### config.mk
export PLATFORM = sky130hd
export DESIGN_NAME = flood_relay_filter_core
export DESIGN_NICKNAME = d
export VERILOG_FILES = /design/src/design/frf_pkg.sv /design/src/design/flood_relay_filter_core.sv /design/src/design/frf_seen.sv
export SDC_FILE = /design/constraint.sdc
export NUM_CORES = 2
export LEC_CHECK = 0
export ABC_CLOCK_PERIOD_IN_PS = 7000
export BUFFER_PORTS_ARGS = -buffer_cell sky130_fd_sc_hd__clkbuf_2
export CAP_MARGIN = 10
export CORE_MARGIN = 3
export CORE_UTILIZATION = 30
export DETAILED_ROUTE_END_ITERATION = 6
export MAX_ROUTING_LAYER = met4
export PLACE_DENSITY = 0.5
export SLEW_MARGIN = 10
export SYNTH_ARGS = -nofsm -noshare
export SYNTH_HDL_FRONTEND = slang
export SYNTH_HIERARCHICAL = 1
export SYNTH_SLANG_ARGS = --single-unit
### constraint.sdc
create_clock -name clock -period 7 [get_ports clock]
set_clock_uncertainty 0.2 [all_clocks]
set_input_delay 0 -clock clock [delete_from_list [all_inputs] [get_ports clock]]
set_output_delay 0 -clock clock [all_outputs]
set_load 0.01 [all_outputs]
### src/design/frf_pkg.sv
// Shared types and constants for the flood relay filter.
// No dependencies; imported by frf_seen and flood_relay_filter_core.
`timescale 1ns / 1ps

package frf_pkg;

   // relay queue size is tied to the 2-bit slot field of a result beat
   localparam int RELAY_SLOTS = 4;
   localparam int SLOT_W      = 2;
   localparam int STATUS_W    = 4;
   localparam int HOPS_W      = 4;
   localparam int KEY_W       = 32;

   // request commands
   localparam logic CMD_HEADER = 1'b0;
   localparam logic CMD_TICK   = 1'b1;

   // CSR index (word offset bit)
   localparam logic CSR_RSSI_FLOOR = 1'b0;
   localparam logic CSR_ADDR_ONLY  = 1'b1;

   // result status codes
   localparam logic [STATUS_W-1:0] STAT_OK     = 4'd0;
   localparam logic [STATUS_W-1:0] STAT_QUEUED = 4'd1;
   localparam logic [STATUS_W-1:0] STAT_FULL   = 4'd2;
   localparam logic [STATUS_W-1:0] STAT_CRC    = 4'd3;
   localparam logic [STATUS_W-1:0] STAT_DUP    = 4'd4;
   localparam logic [STATUS_W-1:0] STAT_AUTH   = 4'd5;
   localparam logic [STATUS_W-1:0] STAT_WEAK   = 4'd6;
   localparam logic [STATUS_W-1:0] STAT_DUE    = 4'd7;
   localparam logic [STATUS_W-1:0] STAT_NONE   = 4'd8;

   // lookup request to the seen-key unit
   typedef struct packed {
      logic             start;
      logic [KEY_W-1:0] key;
   } seen_req_type;

   // lookup response: done pulses once, hit valid with it
   typedef struct packed {
      logic done;
      logic hit;
   } seen_rsp_type;

endpackage

### src/design/flood_relay_filter_core.sv
// Flood relay filter, top level: handshake, CSRs, check sequence, relay slots.
// Depends on frf_pkg and frf_seen.
`timescale 1ns / 1ps

// One item is processed at a time. A packet header beat with a good CRC
// searches the seen-key ring one memory read per cycle, reading at most
// SEEN_DEPTH entries (the current fill); a header beat with a bad CRC goes
// straight to its result. A tick beat walks the 4 relay slots one per cycle
// while the output register is free, as rsp_ready can hold off its result
// beats. Results pass through an output register, so a new request beat is
// accepted while the last result of the previous one still waits. The seen
// ring starts empty after reset through a fill count, with no clearing pass;
// the first item can be accepted right after reset. CSRs: offset 0x0
// rssi_floor (signed 8 bit, reset -120), offset 0x4 addr_only (reset 0).
module flood_relay_filter_core #(
   parameter int SEEN_DEPTH = 32
) (
   input  logic                           clock,
   input  logic                           reset,
   // request channel
   input  logic                           req_valid,
   output logic                           req_ready,
   input  logic                           req_cmd,
   input  logic [15:0]                    req_sender_hash,
   input  logic [15:0]                    req_msg_id,
   input  logic                           req_crc_ok,
   input  logic                           req_auth_ok,
   input  logic signed [7:0]              req_rssi,
   input  logic [3:0]                     req_hop_count,
   input  logic                           req_addressed_to_local,
   input  logic [10:0]                    req_cooldown_ms,
   input  logic [31:0]                    req_now_ms,
   // response channel
   output logic                           rsp_valid,
   input  logic                           rsp_ready,
   output logic [frf_pkg::STATUS_W-1:0]   rsp_status,
   output logic [frf_pkg::SLOT_W-1:0]     rsp_slot,
   output logic [frf_pkg::HOPS_W-1:0]     rsp_relay_hops,
   output logic                           rsp_last,
   // APB-style CSR port
   input  logic                           psel,
   input  logic                           penable,
   input  logic                           pwrite,
   input  logic [2:0]                     paddr,
   input  logic [31:0]                    pwdata,
   output logic [31:0]                    prdata,
   output logic                           pready
);

   import frf_pkg::*;

   // control states
   localparam logic [1:0] S_IDLE = 2'd0;
   localparam logic [1:0] S_SEEN = 2'd1;
   localparam logic [1:0] S_TICK = 2'd2;
   localparam logic [1:0] S_EMIT = 2'd3;

   // ---------------------------------------------------------------- CSRs
   logic signed [7:0] rssi_thr_ff;
   logic              addr_only_ff;
   logic              csr_wr;

   assign pready = 1'b1;
   assign csr_wr = psel && penable && pwrite && pready;

   always_ff @(posedge clock) begin
      if (reset) begin
         rssi_thr_ff  <= -8'sd120;
         addr_only_ff <= 1'b0;
      end else if (csr_wr) begin
         unique case (paddr[2])
            CSR_RSSI_FLOOR: rssi_thr_ff  <= pwdata[7:0];
            CSR_ADDR_ONLY:  addr_only_ff <= pwdata[0];
            default: ;
         endcase
      end
   end

   always_comb begin
      unique case (paddr[2])
         CSR_RSSI_FLOOR: prdata = {{24{rssi_thr_ff[7]}}, rssi_thr_ff};
         CSR_ADDR_ONLY:  prdata = {31'b0, addr_only_ff};
         default:        prdata = '0;
      endcase
   end

   // ------------------------------------------------------- seen-key unit
   seen_req_type seen_req;
   seen_rsp_type seen_rsp;

   frf_seen #(
      .SEEN_DEPTH(SEEN_DEPTH)
   ) u_seen (
      .clock    (clock),
      .reset    (reset),
      .seen_req (seen_req),
      .seen_rsp (seen_rsp)
   );

   // ------------------------------------------------------------- state
   logic [1:0]              state_ff, state_in;

   // latched request fields
   logic                    item_auth_ff, item_auth_in;
   logic signed [7:0]       item_rssi_ff, item_rssi_in;
   logic [3:0]              item_hops_ff, item_hops_in;
   logic                    item_addr_ff, item_addr_in;
   logic [10:0]             item_cool_ff, item_cool_in;
   logic [31:0]             item_now_ff, item_now_in;

   // relay slots (few entries, kept in flops)
   logic [RELAY_SLOTS-1:0]  slot_pending_ff, slot_pending_in;
   logic [31:0]             slot_deadline_ff [RELAY_SLOTS];
   logic [HOPS_W-1:0]       slot_hops_ff [RELAY_SLOTS];
   logic                    slot_wr;
   logic [SLOT_W-1:0]       slot_wr_idx;

   // tick walk
   logic [SLOT_W-1:0]       tick_idx_ff, tick_idx_in;
   logic                    held_vld_ff, held_vld_in;
   logic [SLOT_W-1:0]       held_slot_ff, held_slot_in;
   logic [HOPS_W-1:0]       held_hops_ff, held_hops_in;

   // final result waiting for the output register
   logic [STATUS_W-1:0]     res_status_ff, res_status_in;
   logic [SLOT_W-1:0]       res_slot_ff, res_slot_in;
   logic [HOPS_W-1:0]       res_hops_ff, res_hops_in;

   // output register
   logic                    rsp_valid_ff, rsp_valid_in;
   logic [STATUS_W-1:0]     rsp_status_ff, rsp_status_in;
   logic [SLOT_W-1:0]       rsp_slot_ff, rsp_slot_in;
   logic [HOPS_W-1:0]       rsp_hops_ff, rsp_hops_in;
   logic                    rsp_last_ff, rsp_last_in;
   logic                    rsp_load;
   logic                    out_free;

   logic                    req_fire;
   logic                    free_found;
   logic [SLOT_W-1:0]       free_idx;
   logic [31:0]             tick_diff;
   logic                    tick_due;

   assign req_ready = (state_ff == S_IDLE);
   assign req_fire  = req_valid && req_ready;
   assign out_free  = !rsp_valid_ff || rsp_ready;

   // lookup starts the same cycle a good-CRC header beat is taken
   assign seen_req.start = req_fire && (req_cmd == CMD_HEADER) && req_crc_ok;
   assign seen_req.key   = {req_sender_hash, req_msg_id};

   // lowest free slot
   always_comb begin
      free_found = |(~slot_pending_ff);
      free_idx   = '0;
      for (int i = RELAY_SLOTS - 1; i >= 0; i--) begin
         if (!slot_pending_ff[i])
            free_idx = SLOT_W'(i);
      end
   end

   // due when (now - deadline) is not negative, wrap-safe
   assign tick_diff = item_now_ff - slot_deadline_ff[tick_idx_ff];
   assign tick_due  = slot_pending_ff[tick_idx_ff] && !tick_diff[31];

   always_comb begin
      state_in        = state_ff;
      item_auth_in    = item_auth_ff;
      item_rssi_in    = item_rssi_ff;
      item_hops_in    = item_hops_ff;
      item_addr_in    = item_addr_ff;
      item_cool_in    = item_cool_ff;
      item_now_in     = item_now_ff;
      slot_pending_in = slot_pending_ff;
      slot_wr         = 1'b0;
      slot_wr_idx     = free_idx;
      tick_idx_in     = tick_idx_ff;
      held_vld_in     = held_vld_ff;
      held_slot_in    = held_slot_ff;
      held_hops_in    = held_hops_ff;
      res_status_in   = res_status_ff;
      res_slot_in     = res_slot_ff;
      res_hops_in     = res_hops_ff;
      rsp_load        = 1'b0;
      rsp_status_in   = rsp_status_ff;
      rsp_slot_in     = rsp_slot_ff;
      rsp_hops_in     = rsp_hops_ff;
      rsp_last_in     = rsp_last_ff;

      unique case (state_ff)
         S_IDLE: begin
            if (req_fire) begin
               item_auth_in = req_auth_ok;
               item_rssi_in = req_rssi;
               item_hops_in = req_hop_count;
               item_addr_in = req_addressed_to_local;
               item_cool_in = req_cooldown_ms;
               item_now_in  = req_now_ms;
               res_slot_in  = '0;
               res_hops_in  = '0;
               if (req_cmd == CMD_TICK) begin
                  tick_idx_in = '0;
                  held_vld_in = 1'b0;
                  state_in    = S_TICK;
               end else if (!req_crc_ok) begin
                  res_status_in = STAT_CRC;
                  state_in      = S_EMIT;
               end else begin
                  state_in = S_SEEN;
               end
            end
         end

         S_SEEN: begin
            if (seen_rsp.done) begin
               state_in = S_EMIT;
               // key is already inserted on a miss
               if (seen_rsp.hit)
                  res_status_in = STAT_DUP;
               else if (!item_auth_ff)
                  res_status_in = STAT_AUTH;
               else if (item_rssi_ff < rssi_thr_ff)
                  res_status_in = STAT_WEAK;
               else if (item_hops_ff == '0 || (addr_only_ff && !item_addr_ff))
                  res_status_in = STAT_OK;
               else if (!free_found)
                  res_status_in = STAT_FULL;
               else begin
                  res_status_in             = STAT_QUEUED;
                  res_slot_in               = free_idx;
                  res_hops_in               = item_hops_ff - 1'b1;
                  slot_wr                   = 1'b1;
                  slot_pending_in[free_idx] = 1'b1;
               end
            end
         end

         S_TICK: begin
            // a due slot is held one step so the last one can carry last=1
            if (out_free) begin
               if (tick_due) begin
                  slot_pending_in[tick_idx_ff] = 1'b0;
                  if (held_vld_ff) begin
                     rsp_load      = 1'b1;
                     rsp_status_in = STAT_DUE;
                     rsp_slot_in   = held_slot_ff;
                     rsp_hops_in   = held_hops_ff;
                     rsp_last_in   = 1'b0;
                  end
                  held_vld_in  = 1'b1;
                  held_slot_in = tick_idx_ff;
                  held_hops_in = slot_hops_ff[tick_idx_ff];
               end
               if (tick_idx_ff == SLOT_W'(RELAY_SLOTS - 1)) begin
                  state_in      = S_EMIT;
                  res_status_in = held_vld_in ? STAT_DUE : STAT_NONE;
                  res_slot_in   = held_vld_in ? held_slot_in : '0;
                  res_hops_in   = held_vld_in ? held_hops_in : '0;
               end else begin
                  tick_idx_in = tick_idx_ff + 1'b1;
               end
            end
         end

         S_EMIT: begin
            if (out_free) begin
               rsp_load      = 1'b1;
               rsp_status_in = res_status_ff;
               rsp_slot_in   = res_slot_ff;
               rsp_hops_in   = res_hops_ff;
               rsp_last_in   = 1'b1;
               state_in      = S_IDLE;
            end
         end

         default: state_in = S_IDLE;
      endcase

      rsp_valid_in = rsp_load ? 1'b1 : (rsp_valid_ff && !rsp_ready);
   end

   always_ff @(posedge clock) begin
      if (reset) begin
         state_ff        <= S_IDLE;
         slot_pending_ff <= '0;
         rsp_valid_ff    <= 1'b0;
         held_vld_ff     <= 1'b0;
      end else begin
         state_ff        <= state_in;
         slot_pending_ff <= slot_pending_in;
         rsp_valid_ff    <= rsp_valid_in;
         held_vld_ff     <= held_vld_in;
      end
   end

   always_ff @(posedge clock) begin
      item_auth_ff  <= item_auth_in;
      item_rssi_ff  <= item_rssi_in;
      item_hops_ff  <= item_hops_in;
      item_addr_ff  <= item_addr_in;
      item_cool_ff  <= item_cool_in;
      item_now_ff   <= item_now_in;
      tick_idx_ff   <= tick_idx_in;
      held_slot_ff  <= held_slot_in;
      held_hops_ff  <= held_hops_in;
      res_status_ff <= res_status_in;
      res_slot_ff   <= res_slot_in;
      res_hops_ff   <= res_hops_in;
      rsp_status_ff <= rsp_status_in;
      rsp_slot_ff   <= rsp_slot_in;
      rsp_hops_ff   <= rsp_hops_in;
      rsp_last_ff   <= rsp_last_in;
      if (slot_wr) begin
         slot_deadline_ff[slot_wr_idx] <= item_now_ff + 32'(item_cool_ff);
         slot_hops_ff[slot_wr_idx]     <= item_hops_ff - 1'b1;
      end
   end

   assign rsp_valid      = rsp_valid_ff;
   assign rsp_status     = rsp_status_ff;
   assign rsp_slot       = rsp_slot_ff;
   assign rsp_relay_hops = rsp_hops_ff;
   assign rsp_last       = rsp_last_ff;

   // ---------------------------------------------------------- checks
   a_seen_done_state: assert property (@(posedge clock) disable iff (reset)
      seen_rsp.done |-> (state_ff == S_SEEN))
      else $error("seen lookup finished outside lookup wait");

   a_only_due_not_last: assert property (@(posedge clock) disable iff (reset)
      (rsp_valid_ff && rsp_status_ff != STAT_DUE) |-> rsp_last_ff)
      else $error("single-result status without last");

   a_release_only_in_tick: assert property (@(posedge clock) disable iff (reset)
      (state_ff != S_TICK) |=>
         ($countones(slot_pending_ff) >= $past($countones(slot_pending_ff))))
      else $error("relay slot freed outside a tick");

endmodule

### src/design/frf_seen.sv
// Seen-key ring: memory of recent keys, linear search and insert on miss.
// Depends on frf_pkg.
`timescale 1ns / 1ps

module frf_seen #(
   parameter int SEEN_DEPTH = 32
) (
   input  logic                 clock,
   input  logic                 reset,
   input  frf_pkg::seen_req_type seen_req,
   output frf_pkg::seen_rsp_type seen_rsp
);

   import frf_pkg::*;

   localparam int AW = (SEEN_DEPTH > 1) ? $clog2(SEEN_DEPTH) : 1;
   localparam int CW = $clog2(SEEN_DEPTH + 1);

   localparam logic SN_IDLE = 1'b0;
   localparam logic SN_SCAN = 1'b1;

   logic [KEY_W-1:0] key_mem [SEEN_DEPTH];

   logic             state_ff, state_in;
   logic [KEY_W-1:0] key_ff, key_in;
   logic [CW-1:0]    cnt_ff, cnt_in;
   logic [CW-1:0]    fill_ff, fill_in;
   logic [AW-1:0]    ptr_ff, ptr_in;
   logic             rd_vld_ff, rd_vld_in;
   logic [KEY_W-1:0] rd_data_ff;
   logic             done_ff, done_in;
   logic             hit_ff, hit_in;

   logic issue, hit_now, finish, wr_en;

   assign issue   = (cnt_ff < fill_ff);
   assign hit_now = rd_vld_ff && (rd_data_ff == key_ff);
   assign finish  = hit_now || (!issue && !rd_vld_ff);

   always_comb begin
      state_in  = state_ff;
      key_in    = key_ff;
      cnt_in    = cnt_ff;
      fill_in   = fill_ff;
      ptr_in    = ptr_ff;
      rd_vld_in = 1'b0;
      done_in   = 1'b0;
      hit_in    = hit_ff;
      wr_en     = 1'b0;
      unique case (state_ff)
         SN_IDLE: begin
            if (seen_req.start) begin
               key_in   = seen_req.key;
               cnt_in   = '0;
               state_in = SN_SCAN;
            end
         end
         SN_SCAN: begin
            if (finish) begin
               done_in  = 1'b1;
               hit_in   = hit_now;
               state_in = SN_IDLE;
               if (!hit_now) begin
                  // new key overwrites the oldest entry
                  wr_en  = 1'b1;
                  ptr_in = (ptr_ff == AW'(SEEN_DEPTH - 1)) ? '0 : ptr_ff + 1'b1;
                  if (fill_ff != CW'(SEEN_DEPTH))
                     fill_in = fill_ff + 1'b1;
               end
            end else if (issue) begin
               rd_vld_in = 1'b1;
               cnt_in    = cnt_ff + 1'b1;
            end
         end
         default: state_in = SN_IDLE;
      endcase
   end

   always_ff @(posedge clock) begin
      if (reset) begin
         state_ff  <= SN_IDLE;
         fill_ff   <= '0;
         ptr_ff    <= '0;
         rd_vld_ff <= 1'b0;
         done_ff   <= 1'b0;
      end else begin
         state_ff  <= state_in;
         fill_ff   <= fill_in;
         ptr_ff    <= ptr_in;
         rd_vld_ff <= rd_vld_in;
         done_ff   <= done_in;
      end
   end

   always_ff @(posedge clock) begin
      key_ff <= key_in;
      cnt_ff <= cnt_in;
      hit_ff <= hit_in;
   end

   // single-port style: one read or one write per cycle
   always_ff @(posedge clock) begin
      if (rd_vld_in)
         rd_data_ff <= key_mem[cnt_ff[AW-1:0]];
      if (wr_en)
         key_mem[ptr_ff] <= key_ff;
   end

   assign seen_rsp.done = done_ff;
   assign seen_rsp.hit  = hit_ff;

   a_fill_bound: assert property (@(posedge clock) disable iff (reset)
      fill_ff <= CW'(SEEN_DEPTH))
      else $error("seen fill count past depth");

   a_ptr_tracks_fill: assert property (@(posedge clock) disable iff (reset)
      (fill_ff != CW'(SEEN_DEPTH)) |-> (CW'(ptr_ff) == fill_ff))
      else $error("insert pointer out of step with fill count");

   a_miss_grows: assert property (@(posedge clock) disable iff (reset)
      (done_in && !hit_in && fill_ff != CW'(SEEN_DEPTH)) |=>
         (fill_ff == $past(fill_ff) + 1'b1))
      else $error("miss did not insert key");

endmodule
Word level (Yosys, flattened, before mapping)
Memories as Yosys holds them, arrays and structs flattened. A register that Yosys moved wholly into a read port is not among the register bits. Index checks and enable logic that the tools add are counted.

Logic and storage cells: 256. Output and inout port bits: 46. Input port bits: 133. Flip-flop bits (word level): 156. Memories: 3. Memory bits (writable): 1168.

Equal/unequal tests: 26. Reduce and logical (&&, ||, !) cells: 45. Bitwise logic cells: 8. Mux-type cells: 131. $add $sub $neg: 7. $lt $le $gt $ge: 6.

Memories: u_seen.key_mem (words 32, width 32, read ports 1, clocked after memory_dff 1, wr ports 1, line frf_seen.sv:22) `logic [KEY_W-1:0] key_mem [SEEN_DEPTH];`; slot_deadline_ff (words 4, width 32, read ports 1, clocked after memory_dff 1, wr ports 1, line flood_relay_filter_core.sv:113) `logic [31:0] slot_deadline_ff [RELAY_SLOTS];`; slot_hops_ff (words 4, width 4, read ports 1, clocked after memory_dff 1, wr ports 1, line flood_relay_filter_core.sv:114) `logic [HOPS_W-1:0] slot_hops_ff [RELAY_SLOTS];`.

Operators with widths (number): two-way mux 4 bit (34); two-way mux 2 bit (34); one-hot mux 32 bit (2 select lines) (1); two-way mux 1 bit (38); adder 32 x 11 -> 32 bit (1); equality test 32 bit (1); != test 2 bit, second input constant (16); subtractor 32 bit (1); one-hot mux 4 bit (2 select lines) (3); one-hot mux 4 bit (3 select lines) (2); two-way mux 6 bit (3); AND reduction 5 bit (3); adder 6 x 1 -> 6 bit, second input constant (2); logical AND 1 bit (12); one-hot mux 6 bit (2 select lines) (1); AND reduction 2 bit (6); AND reduction 10 bit (1); two-way mux 3 bit (3); AND reduction 9 bit (1); < comparator 8 bit (1); inverter 4 bit (2); one-hot mux 1 bit (2 select lines) (4); one-hot mux 2 bit (2 select lines) (2); one-hot mux 2 bit (4 select lines) (1); other kinds (29) (50).

Logic depth before layout (Yosys ltp)
Word-level depth: 16. Mapped depth: 14. Depth with buffers taken out: 11.

Modules after synthesis
Netlist, hierarchy kept.

Modules (own cells, without submodules): frf_seen (seq. area each 33161.8 um2, cells an instance 1743, instances 1, area each 42406.9 um2); flood_relay_filter_core (seq. area each 7287.0 um2, cells an instance 760, instances 1, area each 11332.1 um2).

Worst setup path before layout
OpenSTA, ideal clock, no wires.

Kind: register to register. From: register item_rssi_ff[1]. To: memory slot_deadline_ff[1][0] (enable). Data required time: 6.318 ns. Stages on the path, launching flop included: 8. Library setup time: 0.482 ns. Period minus slack after synthesis: 4.878 ns. Arrival: 4.196 ns. Buffers on the path: 0. Setup slack: 2.122 ns. Cell sequence: edfxtp_1 > ha_1 > a21o_1 > a21oi_1 > o211a_1 > a21oi_1 > nand2_1 > nor3b_1.

Longest elaborated chain between the ends: 8.

Ends and longest elaborated chain: start, declared (line flood_relay_filter_core.sv:105) `logic signed [7:0] item_rssi_ff, item_rssi_in;`; start signal, assigned (line flood_relay_filter_core.sv:298) `item_rssi_ff <= item_rssi_in;`; < comparator 8 bit (line flood_relay_filter_core.sv:222) `else if (item_rssi_ff < rssi_thr_ff)`; two-way mux 1 bit (line flood_relay_filter_core.sv:222); two-way mux 1 bit (line flood_relay_filter_core.sv:220) `else if (!item_auth_ff)`; two-way mux 1 bit (line flood_relay_filter_core.sv:218) `if (seen_rsp.hit)`; two-way mux 1 bit (line flood_relay_filter_core.sv:215) `if (seen_rsp.done) begin`; two-way mux 1 bit (line flood_relay_filter_core.sv:190) `unique case (state_ff)`; two-way mux 1 bit (line flood_relay_filter_core.sv:313) `if (slot_wr) begin`; two-way mux 1 bit (not written as such) (line flood_relay_filter_core.sv:314) `slot_deadline_ff[slot_wr_idx] <= item_now_ff + 32'(item_cool_ff);`; end, declared (line flood_relay_filter_core.sv:113).

Every way passes these cells.

==> metrics.yaml <==
setup_path:
  cp_max_fo: 37
  slowest_delay_ns: 0.90
  worst-path-buf-inv: 3
  critPathCaptureType: "flip-flop"
  path_cells: "buf_4 > mux4_2 > inv_1 > ha_1 > a21oi_1 > o21ai_0 > a221o_1 > o2bb2ai_1 > or3_1 > a21boi_2 > buf_4 > nand3_1 > a21oi_1"
  crit_arrival_ns: 5.14
  slowest_stage: "a21oi_1"
  critPathKind: "flip-flop to flip-flop"
  cp_data_required_time_ns: 7.16
  start_kind: "flip-flop"
  crit_family: "compound AO/OA/AOI/OAI gates"
clocking:
  cts_root_buf: "clkbuf_16"
  cts_tree: "yes"
  post_cts_buffers: 0
  clock_path_buffers: 3
  clk_latency_ns: 0.78
  path_clk_slew_ns: 0.06
  cts_sinks: 1358
  htreeDepth: 4
  cts_buffers: 147
global_route:
  grt_pass1_wl_mm: 195
  grt_use_total: 0.148
  antenna_found_initial: 0
  grt_max_degree: 143
  grt_pass1_vias: 28600
  grt_util_met2: 0.241
  top_usage_layer: "met2"
  gr-total-overflow: 0
  grtUsageMet3: 0.0236
  use_met1: 0.194
placed_design:
  placedInstanceArea_um2: 57700
  portBuffers: 151
  dp.cells: 4956
  hpwl_mm: 70.4
  place_congestion: 0.753
sta:
  clock.fmax_ghz: 0.201
  drv_slew: 0
  fin_tns_setup_ns: 0
  setup_violations: 0
  rsz0062_at_grt: "no"
  period_share: 0.712
  final_hold_viol_count: 0
  finalCriticalPeriod_ns: 4.98
  maxSlewHeadroom: 0.206
  tightest_slew_ns: 1.19
route:
  vias: 26400
  drt_iter0_drc: 2372
  antenna_left: 0
  first_pass_iters: 5
  routed_via_density: 4.85
  routed_wl_mm: 132
  wl_per_cell_um: 24.2
  drc: 0
synthesis:
  syn-cell-area_um2: 53700
  synth-edff-count: 1325
  ys_warn_count: 6
  netlist.area_leader.share: 0.740
  seq_area_frac_synth: 0.753
  yosys-top-cells-area: "edfxtp_1 74%, mux4_2 15%, ha_1 1.6%"
  avgSynthCellArea_um2: 21.5
  synthMostInstantiatedCell: "edfxtp_1"
  postSynth.asyncResetShare: 0
  synth.top_cells.by_count: "1325 x edfxtp_1, 356 x mux4_2, 94 x nor2_1"
  ys_ff_latch: 1358
  synthFlopType: "edfxtp_1"
  syn_inst: 2503
  netlist-cell-type-count: 67
  yosys.area.top_type: "edfxtp_1"
  synth_nets: 2707
finish:
  layout-drive-gt1-share: 0.290
  nets: 3194
  fin_area_um2: 64600
  syn_to_final_growth_pct: 20.2
  layout.cells.non_filler: 5441
floorplan:
  die_w_um: 429
  num_rows: 154
  fp.dieH_um: 429
  core_area_um2: 177000
  dieArea_um2: 184000
  start_util: 0.303
  ios: 179
flow_run:
  maxCapViolations: 0
power_and_ir_drop:
  p_leak_nw: 20.7
  ir_worst_vdd_uv: 167
  totalPowerFinal_w: 0.0190
  powerDensity_nw_per_um2: 295
outcome:
  status: "complete, no violations"
worst_hold_path:
  hold_path_class: "input port to flip-flop"
## repair_timing
| item | 4_1_cts | 5_1_grt |
|---|---|---|
| hold buffers | 225 | 0 |
| endpoints found under the hold margin | 197 | 0 |
| resized for setup | 0 | 0 |
## cells by family after synthesis
logic type | synth area share
DFF | 0.753
muxes | 0.161
and+or+nand+nor | 0.0232
buffers and inverters | 0.0194
AOI/OAI and AO/OA | 0.0153
adders and majority gates | 0.0167
xor gates and xnor gates | 0.0112
other | 0.0000698
## layer usage
metal  wire [um]  part of all wire
met1       57600              0.44
met5           0                 0
met2       65400              0.50
met3        6340             0.048
met4        2470             0.019
## tightest hold or removal path: cells and delay by family
kind          cells  cell delay, ns
buf+inv           2            0.71
simple gates      3            0.21
## worst paths after layout
kind | startpoint | endpoint | slack (ns) | cells after the start
max | flip-flop | rsp_slot[1] | 2.02 | 13
min | req_crc_ok | res_status_ff[1] | 0.18 | 5
max reg2reg | flip-flop | rsp_slot[1] | 2.02 | 13
min reg2reg | u_seen/fill_ff[4] | u_seen/fill_ff[4] | 0.28 | 1
## flip-flops by register name (all words and copies together), names as in the netlist, 4 cells and up, named ones only
signal,cells
u_seen/key_ff,32
u_seen/key_mem,1024
rsp_status,4
res_hops_ff,4
item_now_ff,32
rsp_relay_hops,4
rssi_thr_ff,8
u_seen/ptr_ff,5
item_cool_ff,11
held_hops_ff,4
slot_deadline_ff,128
slot_hops_ff,16
u_seen/rd_data_ff,32
item_hops_ff,4
u_seen/cnt_ff,6
item_rssi_ff,8
slot_pending_ff,4
res_status_ff,4
u_seen/fill_ff,6
## power by group
part	switching, W	leakage, nW	internal, W	total (W)
sequential	0.000170	12.2	0.00929	0.00946
clock	0.00321	2.24	0.00423	0.00744
combinational	0.00117	6.26	0.000970	0.00214
## area by class of cell
cell class	instances	area, um^2
Timing Repair Buffer	470	3800
Clock buffer	189	3900
Tap cell	2340	2930
Fill cell	16100	112000
Multi-Input combinational cell	935	12500
Inverter	78	293
Sequential cell	1358	40500
Clock inverter	70	698
Antenna cell	1	2.50
## cell usage in the layout (no fill, tap or decap), drive strengths merged, types with 6 or more instances in the layout
master	netlist	layout
edfxtp	1325	1325
mux4	356	356
clkbuf	56	340
dlygate4sd3	0	225
buf	76	94
nor2	94	94
inv	78	84
ha	70	70
clkinv	0	54
mux2	48	48
a21oi	41	41
xor2	40	40
nand3	39	39
dfxtp	33	33
xnor2	29	29
nand2	28	28
o21ai	25	25
nand4	18	18
nor3	12	12
a21o	11	11
mux2i	11	11
and3	10	10
nand2b	10	10
nor2b	8	8
nor4	8	8
bufinv	0	7
and2	7	7
nand3b	6	6
a211oi	6	6
## through the flow
step                hold slack (ns)  setup WS, ns   util
floorplan                    -0.101          2.12      -
global placement            -0.0234          1.92  0.326
detailed placement          -0.0214          1.88  0.326
CTS                           0.107          1.81  0.365
global route                  0.162          1.39  0.365
finish                        0.175          2.02  0.365
Power figures use the tool's default switching activity.
